<file path="src/rtl/sqs_pkg.sv">
`timescale 1ns / 1ps
`default_nettype none
// ----------------------------------------------------------------------------
// sqs_pkg
// Shared types and constants of the shift queue with search.
// ----------------------------------------------------------------------------
package sqs_pkg;

  localparam int unsigned VALUE_W = 32;
  localparam int unsigned OP_W    = 3;
  localparam int unsigned IDX_W   = 4;
  localparam int unsigned COUNT_W = 5;
  localparam int unsigned CAP_W   = 5;

  localparam logic [CAP_W-1:0] CAP_RESET = 5'd16;

  typedef enum logic [OP_W-1:0] {
    OP_ENQ  = 3'd0,
    OP_DEQ  = 3'd1,
    OP_PEEK = 3'd2,
    OP_CLR  = 3'd3,
    OP_SRCH = 3'd4
  } op_e;

  // controller to datapath
  typedef struct packed {
    logic idle;
    logic accept;
    logic step;
    logic finish;
  } sqs_cmd_t;

  // datapath to controller
  typedef struct packed {
    logic done;
  } sqs_sts_t;

endpackage
`default_nettype wire

</file>
<file path="src/rtl/sqs_ram.sv">
`timescale 1ns / 1ps
`default_nettype none
// ----------------------------------------------------------------------------
// sqs_ram
// Simple dual-port RAM: one write port, one read port with registered data.
// ----------------------------------------------------------------------------
module sqs_ram #(
  parameter int unsigned WIDTH = 32,
  parameter int unsigned DEPTH = 16,
  localparam int unsigned AW = (DEPTH > 1) ? $clog2(DEPTH) : 1
) (
  input  wire logic             clk_i,
  input  wire logic             we_i,
  input  wire logic [AW-1:0]    waddr_i,
  input  wire logic [WIDTH-1:0] wdata_i,
  input  wire logic [AW-1:0]    raddr_i,
  output logic      [WIDTH-1:0] rdata_o
);

  logic [WIDTH-1:0] mem_q [DEPTH];
  logic [WIDTH-1:0] rdata_q;

  always_ff @(posedge clk_i) begin
    if (we_i) begin
      mem_q[waddr_i] <= wdata_i;
    end
    rdata_q <= mem_q[raddr_i];
  end

  assign rdata_o = rdata_q;

endmodule
`default_nettype wire

</file>
<file path="src/rtl/sqs_ctrl.sv">
`timescale 1ns / 1ps
`default_nettype none
// ----------------------------------------------------------------------------
// sqs_ctrl
// Controller: input/output handshakes and sequencing of one transaction.
// ----------------------------------------------------------------------------
module sqs_ctrl
  import sqs_pkg::*;
(
  input  wire logic     clk_i,
  input  wire logic     rst_ni,
  input  wire logic     in_valid_i,
  output logic          in_ready_o,
  output logic          out_valid_o,
  input  wire logic     out_ready_i,
  input  wire sqs_sts_t sts_i,
  output sqs_cmd_t      cmd_o
);

  localparam logic [0:0] S_IDLE = 1'b0;
  localparam logic [0:0] S_BUSY = 1'b1;

  logic [0:0] state_q, state_d;
  logic       out_valid_q, out_valid_d;
  logic       slot_free;
  logic       busy;

  assign slot_free = !out_valid_q || out_ready_i;
  assign busy      = (state_q == S_BUSY);

  always_comb begin
    cmd_o.idle   = (state_q == S_IDLE);
    cmd_o.accept = cmd_o.idle && in_valid_i;
    cmd_o.step   = busy && !sts_i.done;
    cmd_o.finish = busy && sts_i.done && slot_free;
  end

  always_comb begin
    state_d = state_q;
    unique case (state_q)
      S_IDLE: begin
        if (cmd_o.accept) state_d = S_BUSY;
      end
      S_BUSY: begin
        if (cmd_o.finish) state_d = S_IDLE;
      end
      default: state_d = S_IDLE;
    endcase
  end

  assign out_valid_d = cmd_o.finish || (out_valid_q && !out_ready_i);

  always_ff @(posedge clk_i or negedge rst_ni) begin
    if (!rst_ni) begin
      state_q     <= S_IDLE;
      out_valid_q <= 1'b0;
    end else begin
      state_q     <= state_d;
      out_valid_q <= out_valid_d;
    end
  end

  assign in_ready_o  = cmd_o.idle;
  assign out_valid_o = out_valid_q;

  a_finish_valid: assert property (@(posedge clk_i) disable iff (!rst_ni)
    cmd_o.finish |=> out_valid_q)
    else $error("result not presented after finish");

  a_one_in_flight: assert property (@(posedge clk_i) disable iff (!rst_ni)
    cmd_o.accept |=> !in_ready_o)
    else $error("second transaction accepted while busy");

  a_no_overwrite: assert property (@(posedge clk_i) disable iff (!rst_ni)
    (out_valid_q && !out_ready_i) |-> !cmd_o.finish)
    else $error("pending result overwritten");

endmodule
`default_nettype wire

</file>
<file path="src/rtl/sqs_dp.sv">
`timescale 1ns / 1ps
`default_nettype none
// ----------------------------------------------------------------------------
// sqs_dp
// Datapath: circular store, head and count, sequential search, result regs.
// ----------------------------------------------------------------------------
module sqs_dp
  import sqs_pkg::*;
#(
  parameter int unsigned DEPTH = 16
) (
  input  wire logic                      clk_i,
  input  wire logic                      rst_ni,
  input  wire sqs_cmd_t                  cmd_i,
  output sqs_sts_t                       sts_o,
  input  wire logic [OP_W-1:0]           operation_i,
  input  wire logic signed [VALUE_W-1:0] value_i,
  input  wire logic                      cfg_we_i,
  input  wire logic [CAP_W-1:0]          cfg_wdata_i,
  output logic                           status_o,
  output logic signed [VALUE_W-1:0]      data_o,
  output logic [IDX_W-1:0]               found_index_o,
  output logic [COUNT_W-1:0]             count_o,
  output logic                           full_res_o,
  output logic                           empty_res_o
);

  localparam int unsigned AW = (DEPTH > 1) ? $clog2(DEPTH) : 1;
  localparam int unsigned CW = $clog2(DEPTH + 1);
  localparam int unsigned SW = AW + 1;
  localparam int unsigned XW = (CW > COUNT_W) ? CW : COUNT_W;

  localparam logic [AW-1:0] LAST_ADDR = AW'(DEPTH - 1);
  localparam logic [SW-1:0] DEPTH_S   = SW'(DEPTH);
  localparam logic [XW-1:0] DEPTH_X   = XW'(DEPTH);

  logic [AW-1:0]          head_q, head_d;
  logic [AW-1:0]          phys_q, phys_d;
  logic [CW-1:0]          count_q, count_d;
  logic [CW-1:0]          scan_q, scan_d;
  logic [CAP_W-1:0]       cap_q;
  logic [OP_W-1:0]        op_q;
  logic [VALUE_W-1:0]     value_q;

  logic                   status_q, status_d;
  logic [VALUE_W-1:0]     data_q, data_d;
  logic [IDX_W-1:0]       idx_q, idx_d;
  logic [COUNT_W-1:0]     cnt_res_q;
  logic                   full_q, empty_q;

  logic [VALUE_W-1:0]     rd_data;
  logic [AW-1:0]          raddr, waddr, head_next, phys_next;
  logic [SW-1:0]          wsum;
  logic [XW-1:0]          eff_cap, count_x, scan_x, count_d_x;
  logic                   enq_ok, nonempty, hit, scan_end, we;

  assign eff_cap  = (XW'(cap_q) < DEPTH_X) ? XW'(cap_q) : DEPTH_X;
  assign count_x  = XW'(count_q);
  assign scan_x   = XW'(scan_q);
  assign enq_ok   = count_x < eff_cap;
  assign nonempty = (count_q != '0);
  assign scan_end = (scan_q >= count_q);
  assign hit      = !scan_end && (rd_data == value_q);

  assign head_next = (head_q == LAST_ADDR) ? '0 : head_q + 1'b1;
  assign phys_next = (phys_q == LAST_ADDR) ? '0 : phys_q + 1'b1;
  assign wsum      = SW'(head_q) + SW'(count_q);
  assign waddr     = (wsum >= DEPTH_S) ? AW'(wsum - DEPTH_S) : AW'(wsum);
  assign raddr     = cmd_i.step ? phys_next : phys_q;

  assign sts_o.done = (op_q != OP_SRCH) || scan_end || hit;

  always_comb begin
    head_d   = head_q;
    count_d  = count_q;
    status_d = 1'b1;
    data_d   = '0;
    idx_d    = '0;
    we       = 1'b0;
    unique case (op_q)
      OP_ENQ: begin
        if (enq_ok) begin
          we       = 1'b1;
          count_d  = count_q + 1'b1;
          status_d = 1'b0;
        end
      end
      OP_DEQ: begin
        if (nonempty) begin
          data_d   = rd_data;
          head_d   = head_next;
          count_d  = count_q - 1'b1;
          status_d = 1'b0;
        end
      end
      OP_PEEK: begin
        if (nonempty) begin
          data_d   = rd_data;
          status_d = 1'b0;
        end
      end
      OP_CLR: begin
        count_d  = '0;
        status_d = 1'b0;
      end
      OP_SRCH: begin
        if (hit) begin
          idx_d    = scan_x[IDX_W-1:0];
          status_d = 1'b0;
        end
      end
      default: ;
    endcase
  end

  assign count_d_x = XW'(count_d);

  always_comb begin
    scan_d = scan_q;
    phys_d = phys_q;
    if (cmd_i.finish) begin
      scan_d = '0;
      phys_d = head_d;
    end else if (cmd_i.step) begin
      scan_d = scan_q + 1'b1;
      phys_d = phys_next;
    end
  end

  always_ff @(posedge clk_i or negedge rst_ni) begin
    if (!rst_ni) begin
      head_q  <= '0;
      phys_q  <= '0;
      count_q <= '0;
      scan_q  <= '0;
      cap_q   <= CAP_RESET;
    end else begin
      scan_q <= scan_d;
      phys_q <= phys_d;
      if (cfg_we_i) begin
        cap_q   <= cfg_wdata_i;
        count_q <= '0;
      end else if (cmd_i.finish) begin
        head_q  <= head_d;
        count_q <= count_d;
      end
    end
  end

  // transaction payload and result registers
  always_ff @(posedge clk_i) begin
    if (cmd_i.accept) begin
      op_q    <= operation_i;
      value_q <= value_i;
    end
    if (cmd_i.finish) begin
      status_q  <= status_d;
      data_q    <= data_d;
      idx_q     <= idx_d;
      cnt_res_q <= count_d_x[COUNT_W-1:0];
      full_q    <= (count_d_x >= eff_cap);
      empty_q   <= (count_d == '0);
    end
  end

  sqs_ram #(
    .WIDTH (VALUE_W),
    .DEPTH (DEPTH)
  ) u_ram (
    .clk_i   (clk_i),
    .we_i    (cmd_i.finish && we),
    .waddr_i (waddr),
    .wdata_i (value_q),
    .raddr_i (raddr),
    .rdata_o (rd_data)
  );

  assign status_o      = status_q;
  assign data_o        = data_q;
  assign found_index_o = idx_q;
  assign count_o       = cnt_res_q;
  assign full_res_o    = full_q;
  assign empty_res_o   = empty_q;

  a_count_range: assert property (@(posedge clk_i) disable iff (!rst_ni)
    count_x <= DEPTH_X)
    else $error("entry count above depth");

  a_idle_head: assert property (@(posedge clk_i) disable iff (!rst_ni)
    cmd_i.idle |-> (phys_q == head_q))
    else $error("read pointer off head while idle");

  a_scan_bound: assert property (@(posedge clk_i) disable iff (!rst_ni)
    cmd_i.step |-> (op_q == OP_SRCH) && !scan_end)
    else $error("search stepped past last entry");

endmodule
`default_nettype wire

</file>
<file path="src/rtl/shift_queue_with_search.sv">
`timescale 1ns / 1ps
`default_nettype none
// ----------------------------------------------------------------------------
// shift_queue_with_search
// FIFO of signed words, head at position 0, with enqueue, dequeue, peek,
// clear and search. One result transaction per input transaction.
//
// Input channel (in_valid_i/in_ready_o) carries operation_i and value_i.
// Output channel (out_valid_o/out_ready_i) carries status, data, index,
// count and the full/empty flags after the operation.
// One transaction is in flight at a time. For enqueue, dequeue, peek,
// clear and unknown codes the busy state finishes at once unless an
// earlier result still waits, and the result is then registered. A
// search reads one stored entry per cycle from the RAM read port and
// finishes on a match or after the last stored entry.
// The result sits in an output register; a new transaction is accepted
// while it waits. When the receiver stalls and a second result is ready,
// the block holds it internally and stops accepting until the register
// empties. Reset empties the queue and sets capacity to 16; no clearing
// pass is needed. Writing capacity (cfg_we_i) empties the queue.
// ----------------------------------------------------------------------------
module shift_queue_with_search
  import sqs_pkg::*;
#(
  parameter int unsigned DEPTH = 16
) (
  input  wire logic                      clk_i,
  input  wire logic                      rst_ni,
  input  wire logic                      in_valid_i,
  output logic                           in_ready_o,
  input  wire logic [OP_W-1:0]           operation_i,
  input  wire logic signed [VALUE_W-1:0] value_i,
  output logic                           out_valid_o,
  input  wire logic                      out_ready_i,
  output logic                           status_o,
  output logic signed [VALUE_W-1:0]      data_o,
  output logic [IDX_W-1:0]               found_index_o,
  output logic [COUNT_W-1:0]             count_o,
  output logic                           full_res_o,
  output logic                           empty_res_o,
  input  wire logic                      cfg_we_i,
  input  wire logic [CAP_W-1:0]          cfg_wdata_i
);

  sqs_cmd_t cmd;
  sqs_sts_t sts;

  sqs_ctrl u_ctrl (
    .clk_i       (clk_i),
    .rst_ni      (rst_ni),
    .in_valid_i  (in_valid_i),
    .in_ready_o  (in_ready_o),
    .out_valid_o (out_valid_o),
    .out_ready_i (out_ready_i),
    .sts_i       (sts),
    .cmd_o       (cmd)
  );

  sqs_dp #(
    .DEPTH (DEPTH)
  ) u_dp (
    .clk_i         (clk_i),
    .rst_ni        (rst_ni),
    .cmd_i         (cmd),
    .sts_o         (sts),
    .operation_i   (operation_i),
    .value_i       (value_i),
    .cfg_we_i      (cfg_we_i),
    .cfg_wdata_i   (cfg_wdata_i),
    .status_o      (status_o),
    .data_o        (data_o),
    .found_index_o (found_index_o),
    .count_o       (count_o),
    .full_res_o    (full_res_o),
    .empty_res_o   (empty_res_o)
  );

endmodule
`default_nettype wire
</file>
<file path="config.mk">
export PLATFORM = sky130hd
export DESIGN_NAME = shift_queue_with_search
export DESIGN_NICKNAME = d
export VERILOG_FILES = /design/src/rtl/sqs_pkg.sv /design/src/rtl/sqs_ram.sv /design/src/rtl/sqs_ctrl.sv /design/src/rtl/sqs_dp.sv /design/src/rtl/shift_queue_with_search.sv
export SDC_FILE = /design/constraint.sdc
export NUM_CORES = 1
export LEC_CHECK = 0
export ABC_CLOCK_PERIOD_IN_PS = 5070
export BUFFER_PORTS_ARGS = -buffer_cell sky130_fd_sc_hd__buf_2
export CORE_ASPECT_RATIO = 0.9
export CORE_MARGIN = 1
export CORE_UTILIZATION = 55
export DETAILED_ROUTE_END_ITERATION = 8
export GPL_ROUTABILITY_DRIVEN = 0
export GPL_TIMING_DRIVEN = 0
export PLACE_DENSITY = 0.72
export SYNTH_ARGS = -nofsm -noshare
export SYNTH_HDL_FRONTEND = slang
export SYNTH_SLANG_ARGS = --single-unit
</file>
<file path="constraint.sdc">
create_clock -name clk_i -period 5.07 [get_ports clk_i]
set_clock_uncertainty 0.2 [all_clocks]
set_input_delay 1.014 -clock clk_i [delete_from_list [all_inputs] [get_ports clk_i]]
set_output_delay 1.014 -clock clk_i [all_outputs]
set_load 0.01 [all_outputs]
</file>
# [Yosys cells after proc, flatten, opt, wreduce, memory -nomap -nowiden]
# Memories as Yosys holds them, arrays and structs flattened. A register that Yosys moved wholly into a read port is not among the register bits.
# Index checks and enable logic that the tools add are counted.
[classes] add_sub_neg=7 magnitude_cmp=5 eq_ne=8 n_mux=26 bitwise_logic=2 n_reduce_logical=24
[op_table] cell="two-way mux 5 bit" n=7
[op_table] cell="equality test 32 bit" n=1
[op_table] cell="two-way mux 4 bit" n=7
[op_table] cell="case mux 5 bit (3 select lines)" n=1
[op_table] cell="adder 5 x 1 -> 5 bit, second input constant" n=2
[op_table] cell="greater-or-equal comparator 5 bit" n=2
[op_table] cell="two-way mux 1 bit" n=9
[op_table] cell="adder 4 x 1 -> 4 bit, second input constant" n=2
[op_table] cell="equality test 4 bit, second input constant" n=2
[op_table] cell="logical AND 1 bit" n=7
[op_table] cell="equality test 3 x 2 -> 1 bit, second input constant" n=2
[op_table] cell="AND reduction 2 bit" n=3
[op_table] cell="adder 4 x 5 -> 5 bit" n=1
[op_table] cell="greater-or-equal comparator 5 bit, second input constant" n=1
[op_table] cell="logical NOT 5 bit" n=1
[op_table] cell="less-than comparator 5 bit" n=1
[op_table] cell="less-than comparator 5 bit, second input constant" n=1
[op_table] cell="nonzero test 5 bit" n=1
[op_table] cell="subtractor 5 x 1 -> 5 bit, second input constant" n=1
[op_table] cell="logical NOT 1 bit" n=4
[op_table] cell="logical OR 1 bit" n=4
[op_table] cell="case mux 1 bit (4 select lines)" n=1
[op_table] cell="nonzero test 2 bit" n=2
[op_table] cell="subtractor 4 x 1 -> 4 bit, second input constant" n=1
[op_table] cell="7 further kinds" n=8
[totals] regBits=104 mem_bits_rw=512 mem_count=1
[mem_list] name="u_dp.u_ram.mem_q" depth=16 word_bits=32 rd=1 rd_ports_with_merged_regs=1 wr=1 line="sqs_ram.sv:20" text="logic [WIDTH-1:0] mem_q [DEPTH];"

# [Longest topological paths before layout]
[logic_depth] ltp_word=9 depth_mapped=16

# [Hierarchy]
# From an unflattened synthesis, not the netlist that was laid out.
[hier_totals] cells_unflattened=1229 hier_area_um2=24897.6
[modules_own_cells] module="sqs_ram" instances=1 cells_each=838 area_per_inst_um2=19854.0 seq_area_each_um2=16015.4
[modules_own_cells] module="sqs_dp" instances=1 cells_each=379 area_per_inst_um2=4932.2 seq_area_each_um2=2949.1
[modules_own_cells] module="sqs_ctrl" instances=1 cells_each=12 area_per_inst_um2=111.4 seq_area_each_um2=50.0

# [Worst setup path before layout]
# No wires, ideal clock.
[synth_timing] kind="flip-flop to flip-flop" from="reg u_dp.value_q[23]" to="mem u_dp.u_ram.mem_q[11][0] (enable)" arrival_ps=3549 t_required_ps=4449 setup_slack_ps=900 path_stages_with_launch=9 path_buffers=0 cell_sequence="edfxtp_1 > xor2_1 > nor4_2 > nand4_2 > o21ai_2 > nand3_2 > inv_2 > nand4_1 > nor2_1"
[synth_between] elab_chain_len=8
[synth_lines] item="start: declaration" line="sqs_dp.sv:43" text="logic [VALUE_W-1:0] value_q;"
[synth_lines] item="start signal: assignment" line="sqs_dp.sv:154" text="value_q <= value_i;"
[synth_lines] item="equality test 32 bit" line="sqs_dp.sv:63" text="assign hit = !scan_end && (rd_data == value_q);"
[synth_lines] item="logical AND 1 bit" line="sqs_dp.sv:63"
[synth_lines] item="logical OR 1 bit" line="sqs_dp.sv:71" text="assign sts_o.done = (op_q != OP_SRCH) || scan_end || hit;"
[synth_lines] item="logical AND 1 bit (2 in series)" line="sqs_ctrl.sv:35" text="cmd_o.finish = busy && sts_i.done && slot_free;"
[synth_lines] item="logical AND 1 bit" line="sqs_dp.sv:171" text=".we_i (cmd_i.finish && we),"
[synth_lines] item="two-way mux 1 bit" line="sqs_ram.sv:24" text="if (we_i) begin"
[synth_lines] item="two-way mux 1 bit (implied by the code)" line="sqs_ram.sv:25" text="mem_q[waddr_i] <= wdata_i;"
[synth_lines] item="end: declaration" line="sqs_ram.sv:20"
# Every way passes these cells.

# [Worst setup path after layout]
[layout_timing] from="reg u_dp.value_q[3]" to="mem u_dp.u_ram.mem_q[8][12] (enable)"
# Same word-level chain as after synthesis.

==> summary.md <==
| Metric | Value |
|---|---|
| Status | `finished clean` |
| Critical Path AT | `5070 ps` |
| Grt ovf | `0` |
| First-pass GRT wire length | `114 mm` |
| Fin crit period | `4960 ps` |
| Filler cell count | `3580` |
| Die area | `0.0518 mm²` |
| Netlist cell types | `70` |
| Synth Instances | `1897` |
| Nets@finish | `2154` |
| Sequential fraction of the synthesis area | `67.9%` |
| EDFF count, synth | `591` |
| Via density | `6.55` |
| Area share of the largest cell type after synthesis | `63.4%` |
| Kind of critical path | `reg2reg` |
| Cell Count, Final, Fillers Out | `2817` |
| Max-slew violation count | `0` |
| Area leader, netlist | `edfxtp_1` |
| Mean Syn Cell Area | `14.8 µm²` |
| Inst Count DP | `2684` |
| Synth Net Count | `1965` |
| Synthesized area | `0.0280 mm²` |
| 1st-pass router iterations | `6` |
| Starting Density | `55.6%` |
| Pin count of the biggest net entering global routing | `54` |
| Routed WL | `77.4 mm` |
| Worst slew margin | `27.0%` |
| RR Startpoint | `u_dp.value_q[3]` |
| FF/Latch Area | `0.0190 mm²` |
| Via count | `18500` |
| Clk_lat worst skew | `620 ps` |
| GRT Resource Usage Total | `30.1%` |
| PortBufs | `90` |
| CTS tree | `built` |
| Most frequent cell after synthesis | `edfxtp_1` |
| Worst Setup End Kind | `register` |
| Cts hold-fix bufs | `0` |
| Yosys warns | `0` |
| Clock transition at path regs | `60 ps` |
| PD cells | `499 mW/mm²` |
| Worst EP required | `5180 ps` |
| Register-to-register path setup slack | `110 ps` |
| Reg-to-reg critical path endpoint | `u_dp.u_ram.mem_q[8][12]` |
| R2r worst-path depth | `9` |
| Synth async-reset ratio | `3.86%` |
| Share of layout cells above drive strength 1 | `21.6%` |
| Critical Path Source Type | `register` |
| Number of diodes | `0` |
| VDD IR max | `0.327 mV` |
| Fin Hold WS | `230 ps` |
| Clock Tree Root | `clkbuf_16` |
| CTS Buf Count | `66` |
| Chip height | `216 µm` |
| Final setup viols | `0` |
| Rows | `78` |
| Post-synth top cells | `591 x edfxtp_1, 164 x nand2_1, 137 x mux2i_1` |
| Synth-to-Final Area Change | `15.3%` |
| Worst-path maximum fanout | `17` |
| CORE AREA | `0.0504 mm²` |
| Actual slew at the worst max-slew pin | `1090 ps` |
| F_max | `202 MHz` |
| Synth Register Bits | `648` |
| Lkg Pwr | `11.0 nW` |
| CTS sink cnt | `648` |
| H-tree depth | `3` |
| Initial DRC count | `2550` |
| Hold WC Path Type | `in2async` |
| Synth Flop Type | `edfxtp_1` |
| Synth top area cells | `edfxtp_1 63%, mux2_2 5.0%, mux2i_1 4.9%` |
| Detailed placement HPWL | `52.5 mm` |
| ANT nets after route | `0` |
| Area of the multi-input gates | `0.00844 mm²` |
| Fin. Hold Viols | `0` |
| # IOs | `91` |
| Max Cap Viol | `0` |
| Max Buffers Root-to-Sink | `3` |
| Initial antenna violation count | `2` |
| DR WL/cell | `27.5 µm` |
| Fin crit share | `97.7%` |
| Vias in the first global route | `18300` |
| Drt drc | `0` |
| Die W | `240 µm` |
==> worst max-delay path, cell delays in order (launching register included) <==
cell	delay (ps)
edfxtp_1	730
xor2_1	390
nor4_2	560
nand4_2	360
o21ai_4	530
nand3_2	320
nor3_1	340
nand2_1	330
nor2_4	630
buf_16	240
==> routing by layer <==
metal	vias to the layer above	share of wire, %	GRT usage [%]
met2	1193	46	46.6
li1	7871	-	-
met4	2	4.2	12.7
met5	-	0.016	0
met3	210	11	6.91
met1	9187	39	40.8
==> area by class of cell <==
cell class,count,area share (%)
plain buffers,129,1.96
clock buffers,87,5.71
clock inverters,32,1.21
inverters,12,0.140
multi-input cells,1108,26.1
flip-flops and latches,648,58.9
well taps,680,2.64
repair buffers,121,3.30
==> logic make-up (layout without fill, tap and decap cells) <==
family / after synthesis / in the layout / synth area share [%]
flops: 648 / 648 / 67.9
compound gates: 472 / 472 / 11.7
simple gates: 296 / 296 / 5.11
mux: 272 / 272 / 10.3
buf+inv: 141 / 381 / 2.41
xor+xnor: 45 / 45 / 1.44
fa+ha+maj: 23 / 23 / 1.06
==> per-stage QoR <==
step           area, µm²  total power [W]  util [%]  worst slack (ps)  setup TNS, ps
2_1_floorplan      28000          0.00932         -               900              0
3_3_place_gp       29300           0.0109      58.2             -2010        -860750
3_5_place_dp       29800           0.0110      59.2             -92.3          -6680
4_1_cts            32200           0.0160      64.0              25.9              0
5_1_grt            32300           0.0166      64.1             -1.01          -1.50
6_report           32300           0.0161      64.1               115              0
==> worst max-delay path by stage <==
| stage | slack [ps] | start | end | cells after the start |
|---|---|---|---|---|
| 2_1_floorplan | 900 | u_dp.value_q[23] | u_dp.u_ram.mem_q[11][0] | 8 |
| 3_3_place_gp | -2010 | u_dp.value_q[3] | u_dp.u_ram.mem_q[1][11] | 8 |
| 3_5_place_dp | -90 | u_dp.value_q[3] | u_dp.u_ram.mem_q[11][10] | 9 |
| 4_1_cts | 30 | u_dp.value_q[3] | u_dp.u_ram.mem_q[15][6] | 9 |
| 5_1_grt | -1 | u_dp.value_q[3] | u_dp.u_ram.mem_q[8][1] | 9 |
| 6_report | 110 | u_dp.value_q[3] | u_dp.u_ram.mem_q[8][12] | 9 |
==> sequential cells by signal, summed over array words and instances, names as in the netlist, 3 cells and up <==
| register | count |
|---|---|
| u_dp.u_ram.mem_q | 512 |
| u_dp.data_o | 32 |
| u_dp.u_ram.rdata_o | 32 |
| u_dp.value_q | 32 |
| u_dp.cap_q | 5 |
| u_dp.count_o | 5 |
| u_dp.count_q | 5 |
| u_dp.scan_q | 5 |
| u_dp.found_index_o | 4 |
| u_dp.head_q | 4 |
| u_dp.phys_q | 4 |
| u_dp.op_q | 3 |
==> where the power goes <==
part / total (W) / switching [W] / leakage, nW / internal [W]
clock network: 0.00504 / 0.00206 / 1.09 / 0.00298
registers: 0.00689 / 0.000419 / 5.95 / 0.00647
logic: 0.00418 / 0.00283 / 3.99 / 0.00135
total: 0.0161 / 0.00531 / 11.0 / 0.0108
==> timing repair <==
| action | CTS | global route |
|---|---|---|
| setup endpoints to repair | 109 | 238 |
| pin swaps | 5 | 3 |
| resized for setup | 0 | 1 |
| buffers inserted | 10 | 4 |
==> cells in the final DEF, fill, tap and decap left out, drive strengths merged, types with 3 or more instances in the layout <==
master,Yosys,routed
nor2,36,36
a21oi,134,134
dfxtp,32,32
o211ai,34,34
edfxtp,591,591
buf,66,187
and3,3,3
xor2,40,40
mux2i,137,137
nand2b,9,9
o221ai,32,32
mux2,135,135
o21a,8,8
clkinv,0,17
dfrtp,24,24
nand3,7,7
nand4,7,7
nand2,164,164
nor3,7,7
inv,12,15
ha,22,22
clkbuf,63,150
o22ai,32,32
clkinvlp,0,4
nor4,11,11
a21o,6,6
o21ai,75,75
and2,36,36
nor2b,5,5
a221oi,130,130
a211oi,5,5
xnor2,5,5
a31oi,3,3
bufinv,0,8
Note: power is estimated with default switching activity, not from simulation.
